**config.mk**
```make
export PLATFORM = sky130hd
export DESIGN_NAME = csm_div
export DESIGN_NICKNAME = d
export VERILOG_FILES = /design/src/rtl/csm_pkg.sv /design/src/rtl/csm_div.sv
export SDC_FILE = /design/constraint.sdc
export NUM_CORES = 1
export LEC_CHECK = 0
export BUFFER_PORTS_ARGS = -buffer_cell sky130_fd_sc_hd__buf_2
export CORE_MARGIN = 5
export CORE_UTILIZATION = 53
export CTS_CLUSTER_DIAMETER = 30
export CTS_CLUSTER_SIZE = 20
export DETAILED_ROUTE_END_ITERATION = 8
export PLACE_DENSITY_LB_ADDON = 0.25
export SYNTH_ARGS = -nofsm -noshare
export SYNTH_HDL_FRONTEND = slang
export SYNTH_SLANG_ARGS = --single-unit
```
**constraint.sdc**
```tcl
create_clock -name clk -period 2.87 [get_ports clk]
set_clock_uncertainty 0.15 [all_clocks]
set_input_delay 0.287 -clock clk [delete_from_list [all_inputs] [get_ports clk]]
set_output_delay 0.287 -clock clk [all_outputs]
set_load 0.1 [all_outputs]
```
**src/rtl/csm_pkg.sv**
```systemverilog
// Shared types, constants and helpers for the checked stack machine.
package csm_pkg;

	localparam int DATA_W = 31;
	localparam int STACK_DEPTH_DEF = 1024;
	localparam int RES_W = 63;
	localparam logic signed [RES_W-1:0] LIMIT_MAG = 63'sd1000000000;

	// instruction codes
	localparam logic [3:0] CMD_START  = 4'd0;
	localparam logic [3:0] CMD_NUM    = 4'd1;
	localparam logic [3:0] CMD_POP    = 4'd2;
	localparam logic [3:0] CMD_INV    = 4'd3;
	localparam logic [3:0] CMD_DUP    = 4'd4;
	localparam logic [3:0] CMD_SWP    = 4'd5;
	localparam logic [3:0] CMD_ADD    = 4'd6;
	localparam logic [3:0] CMD_SUB    = 4'd7;
	localparam logic [3:0] CMD_MUL    = 4'd8;
	localparam logic [3:0] CMD_DIV    = 4'd9;
	localparam logic [3:0] CMD_MOD    = 4'd10;
	localparam logic [3:0] CMD_FINISH = 4'd11;

	typedef enum logic [1:0] {
		ST_IDLE,
		ST_MUL,
		ST_DIV,
		ST_REFILL
	} state_t;

	// magnitude check against the value limit
	function automatic logic too_big(input logic signed [RES_W-1:0] v);
		return (v > LIMIT_MAG) || (v < -LIMIT_MAG);
	endfunction

endpackage

```
**src/rtl/csm_div.sv**
```systemverilog
// Iterative signed divider, one quotient bit per cycle, truncating toward zero.
module csm_div (
	input  logic                                clk,
	input  logic                                arst_n,
	input  logic                                start,
	input  logic signed [csm_pkg::DATA_W-1:0]   dividend,
	input  logic signed [csm_pkg::DATA_W-1:0]   divisor,
	output logic signed [csm_pkg::DATA_W-1:0]   quot,
	output logic signed [csm_pkg::DATA_W-1:0]   rem,
	output logic                                done
);
	import csm_pkg::*;

	localparam int CW = $clog2(DATA_W + 1);

	logic              busy_q;
	logic              done_q;
	logic [CW-1:0]     cnt_q;
	logic [DATA_W-1:0] rem_q;
	logic [DATA_W-1:0] quo_q;
	logic [DATA_W-1:0] dvs_q;
	logic              neg_quo_q;
	logic              neg_rem_q;

	logic [DATA_W-1:0] dvd_mag;
	logic [DATA_W-1:0] dvs_mag;
	logic [DATA_W:0]   shifted;
	logic [DATA_W:0]   trial;
	logic              ge;

	// operand magnitudes
	assign dvd_mag = dividend[DATA_W-1] ? DATA_W'(-dividend) : DATA_W'(dividend);
	assign dvs_mag = divisor[DATA_W-1] ? DATA_W'(-divisor) : DATA_W'(divisor);

	// one restoring step
	assign shifted = {rem_q, quo_q[DATA_W-1]};
	assign trial   = shifted - {1'b0, dvs_q};
	assign ge      = ~trial[DATA_W];

	// control
	always_ff @(posedge clk or negedge arst_n) begin
		if (!arst_n) begin
			busy_q <= 1'b0;
			done_q <= 1'b0;
			cnt_q  <= '0;
		end else begin
			done_q <= 1'b0;
			if (start) begin
				busy_q <= 1'b1;
				cnt_q  <= CW'(DATA_W);
			end else if (busy_q) begin
				cnt_q <= cnt_q - CW'(1);
				if (cnt_q == CW'(1)) begin
					busy_q <= 1'b0;
					done_q <= 1'b1;
				end
			end
		end
	end

	// datapath
	always_ff @(posedge clk) begin
		if (start) begin
			rem_q     <= '0;
			quo_q     <= dvd_mag;
			dvs_q     <= dvs_mag;
			neg_quo_q <= dividend[DATA_W-1] ^ divisor[DATA_W-1];
			neg_rem_q <= dividend[DATA_W-1];
		end else if (busy_q) begin
			rem_q <= ge ? trial[DATA_W-1:0] : shifted[DATA_W-1:0];
			quo_q <= {quo_q[DATA_W-2:0], ge};
		end
	end

	// apply signs
	assign quot = neg_quo_q ? -$signed(quo_q) : $signed(quo_q);
	assign rem  = neg_rem_q ? -$signed(rem_q) : $signed(rem_q);
	assign done = done_q;
endmodule

```
# ---- Yosys cells after proc, flatten, opt, wreduce, memory -nomap -nowiden
# Cells that the tools add are included.
dict set report op_classes {
  mux 15
  n_reduce_logical 1
  bitwise 2
  eq_ne 1
  add_sub_neg 6
}
# operator n
set ops {}
lappend ops {{$mux 31} 6}
lappend ops {{$neg 31->31} 4}
lappend ops {{$sub 32x31->32} 1}
lappend ops {{$mux 30} 1}
lappend ops {{$mux 5} 2}
lappend ops {{$mux 1} 6}
lappend ops {{$eq 5x1->1 const B} 1}
lappend ops {{$sub 5x1->5 const B} 1}
lappend ops {{$reduce_bool 2->1} 1}
lappend ops {{$not 1->1} 1}
lappend ops {{$xor 1x1->1} 1}
dict set report totals {
  output_inout_bits 63
  wordCells 34
  in_bits 65
  regBits 102
}

# ---- Depth between registers and ports, before layout
dict set report logic_depth {
  word_depth 4
  mapped_depth 13
  depth_no_buf 11
}

# ---- Worst setup path after synthesis
# Ideal clock, no wire load.
dict set report synth_timing {
  path_kind {register to output}
  startpoint {register quo_q[9]}
  endpoint {output port quot[29] in the netlist's numbering}
  arrival_ns 3.689
  path_stages_with_launch 8
  slack_ns -1.256
  path_buffers 0
  path_cell_list {edfxtp_1 or3_1 nor4_1 nand3_1 or2_2 o41ai_2 nand2_1 xnor2_1}
}
dict set report synth_between {
  elab_chain_cells 2
}
# item line_no
set synth_lines {}
lappend synth_lines {{from (decl)} csm_div.sv:20} ;# logic [DATA_W-1:0] quo_q;
lappend synth_lines {{from (signal assigned)} csm_div.sv:65} ;# quo_q <= dvd_mag;
lappend synth_lines {{from (signal assigned)} csm_div.sv:71} ;# quo_q <= {quo_q[DATA_W-2:0], ge};
lappend synth_lines {{$neg 31->31} csm_div.sv:76} ;# assign quot = neg_quo_q ? -$signed(quo_q) : $signed(quo_q);
lappend synth_lines {{$mux 31} csm_div.sv:76}
lappend synth_lines {{to (decl)} csm_div.sv:8} ;# output logic signed [csm_pkg::DATA_W-1:0] quot,
# Every way passes these cells.

# ---- Worst setup path in the final report
dict set report layout_timing {
  startpoint {register rem_q[9]}
  endpoint {output port rem[30] in the netlist's numbering}
}
dict set report layout_between {
  elab_chain_cells 2
}
# item line_no
set layout_lines {}
lappend layout_lines {{from (decl)} csm_div.sv:19} ;# logic [DATA_W-1:0] rem_q;
lappend layout_lines {{from (signal assigned)} csm_div.sv:70} ;# rem_q <= ge ? trial[DATA_W-1:0] : shifted[DATA_W-1:0];
lappend layout_lines {{$neg 31->31} csm_div.sv:77} ;# assign rem = neg_rem_q ? -$signed(rem_q) : $signed(rem_q);
lappend layout_lines {{$mux 31} csm_div.sv:77}
lappend layout_lines {{to (decl)} csm_div.sv:9} ;# output logic signed [csm_pkg::DATA_W-1:0] rem,
# Every way passes these cells.

==> run summary <==
run status - finished, violations left
failing checks - setup timing
GRT overflow - 0
Rows - 46
Max rail drop VDD - 0.0003583 V
Area Overhead vs Synth - 57.66%
effective utilization at floorplan - 0.5330
async set-reset flop share out of synthesis - 0.06863
Switching Share - 0.4299
Seq pwr share - 0.309
Root Buffer - clkbuf_16
TritonCTS clock tree - done
clk buf depth - 2
first-pass GRT wire length - 41,390 um
placer congestion estimate - 0.9228
CP startpoint kind - register
post-route cell area - 13,210 um^2
crit path DAT - 3270 ps
CTS buffer count - 9
die area - 18,420 um^2
core box area - 15,710 um^2
worst-skew pair later-pin latency - 370 ps
syn_area_per_cell - 8.503 um^2
Final Util - 0.8404
fillers - 868
ys flop type - edfxtp_1
critical path class - register to output pin
vias in the first global route - 8,401
Post-Place Worst Slack - -445.8 ps
CTS clk-pin slew, worst paths - 70 ps
Die Y - 135.7 um
commonest cells after routing, fill and taps aside - buf_4, nand2_1, nor2_1, buf_2, edfxtp_1
Slew HR - 0.4632
Placed Area - 11,670 um^2
via count - 9,053
max-slew violation count - 0
Post-synth EDFFs - 64
wire length per cell after detailed routing - 20.23 um
count of cell types in the netlist - 73
CTS Sinks - 102
drt drc - 0
Net Sw Power - 2.544 mW
worst slew pin tran - 805.2 ps
Fin. Hold Viols - 0
H-tree depth - 3
Max-Cap Viols - 0
setup slack after layout - -834.4 ps
CP Data Required Time - 2430 ps
crit-path max FO - 3
Routed WL - 30,170 um
number of routed nets with antenna violations - 0
Hold WC Path Type - input pin to register
Power Density - 448.2 nW/um^2
Setup crit end kind - output pin
Post-Syn Area - 8376 um^2
Synth Register Bits - 102
initial antenna violation count - 0
Pwr Total - 5.919 mW
Gate power share - 0.487
GR Util All Layers - 0.2813
most common cell after layout, fill and taps aside - buf_4
clock power share - 0.204
Chip Width - 135.7 um
syn_nets - 1,088
fmax - 269.9 MHz
fin nets - 1,373
largest net degree at the start of global routing - 50
HPWL after DPL - 19,310 um
DRT Pass-1 Iters - 5
Vias/cell - 6.072
setup violators final - 63
P_leak - 5.592 nW
share of layout cells above drive strength 1 - 0.4118
sequential share of the synthesized area - 0.3245
I/O pins - 128
Port Buf Inserts - 127
Int Power - 3.375 mW
Syn. warnings - 0
n_diodes - 0
RSZ-0062 raised after global routing - yes
min Tclk post-route - 3704 ps
Iter 0 DRT Violations - 747
Mapped Cells - 985
final cycle utilization of the critical path - 1.291
==> through the flow <==
step	setup TNS [ps]	hold WS [ps]	std cells
2_1_floorplan	-4950	-158.6	985
3_3_place_gp	-8539	-23.05	1440
3_5_place_dp	-11920	-21.45	1440
4_1_cts	-11220	76.43	1471
5_1_grt	-24640	92.61	1491
6_report	-19130	80.33	1491
==> area by class of cell <==
type	count	area, um^2	area share
clock buffer	15	267.8	0.02028
tap	216	270.3	0.02047
clock inverter	1	5.005	0.0003790
timing repair buffer	321	2994	0.2267
sequential	102	2733	0.2069
inverter	51	191.4	0.01450
multi-input combinational	785	6744	0.5107
==> worst max-delay path: stages (launching register included) <==
cell and delay [ps]:
dfxtp_2 330, or4_4 570, nor4_4 200, nand3_2 120, or4_4 460, or3_4 440, buf_12 150, o31ai_4 270
xnor2_4 160, buf_12 190
==> power by group through the flow <==
stage | clock (mW) | sequential [mW] | combinational [mW]
global placement | 0 | 1.82 | 2.61
detailed placement | 0 | 1.83 | 2.65
floorplan | 0 | 1.81 | 1.82
CTS | 1.19 | 1.81 | 2.75
finish | 1.21 | 1.83 | 2.88
global route | 1.27 | 1.84 | 3.00
==> synthesized netlist by cell type, types with 7 or more instances <==
cell	count	area, um^2
buf_1	7	26.28
dfrtp_1	7	175.2
dfxtp_1	31	620.6
a21o_1	24	180.2
o21ai_0	52	260.3
ha_1	37	462.9
nor2_1	85	319.1
or3_1	14	87.58
inv_1	51	191.4
and3_1	7	43.79
a31oi_1	7	43.79
o31ai_1	31	232.7
or4_1	13	97.59
o211ai_1	7	52.55
nor3_1	9	45.04
nand2_1	122	457.9
a311oi_1	16	140.1
o41ai_1	14	122.6
edfxtp_1	64	1922
xnor2_1	91	797.0
nand3_1	14	70.07
nand2b_1	20	125.1
xor2_1	52	455.4
clkbuf_1	30	112.6
nand4_1	7	43.79
a21oi_1	63	315.3
a211oi_1	7	52.55
==> path summary, 6_finish.rpt <==
check | end | start | slack, ps | cells past startpoint
max | rem[30] | rem_q[9]$_SDFFE_PP0P_ | -830 | 9
max in group asynchronous | cnt_q[0]$_DFFE_PN0P_ | arst_n | 2280 | 2
min in group asynchronous | done$_DFF_PN0_ | arst_n | 140 | 2
max reg2reg | rem_q[6]$_SDFFE_PP0P_ | rem_q[9]$_SDFFE_PP0P_ | -320 | 13
min | dvs_q[20]$_DFFE_PP_ | divisor[20] | 80 | 2
min reg2reg | cnt_q[4]$_DFFE_PN0P_ | cnt_q[4]$_DFFE_PN0P_ | 380 | 2
==> cells by family (layout without fill, tap and decap cells) <==
kind of cell / count (synthesis) / after routing / synth area share
muxes: 7 / 7 / 0.008515
adders and majority gates: 38 / 38 / 0.05766
buffers and inverters: 98 / 388 / 0.04736
xor gates and xnor gates: 143 / 143 / 0.1495
AOI/OAI and AO/OA: 267 / 267 / 0.2180
and+or+nand+nor: 330 / 330 / 0.1945
DFF: 102 / 102 / 0.3245
==> layer usage <==
layer	vias up	global-route usage	wire length (um)
met5	-	0	0
met4	0	0.1013	1400
met3	112	0.03492	2135
met2	488	0.5058	15190
met1	4317	0.3459	11440
li1	4136	-	-
==> flip-flops by register name, indices dropped and copies added, names as in the netlist <==
name	cells
quo_q	31
dvs_q	31
rem_q	31
neg_rem_q	1
cnt_q	5
neg_quo_q	1
done	1
busy_q	1
==> timing repair <==
| action | in CTS | in global routing |
|---|---|---|
| hold buffers | 2 | 0 |
| endpoints found under the hold margin | 8 | 0 |
| resized for setup | 87 | 104 |
| gates cloned | 2 | 3 |
| setup endpoints to repair | 70 | 81 |
| buffers inserted | 12 | 17 |
| pin swaps | 37 | 45 |
Power figures use the tool's default switching activity.
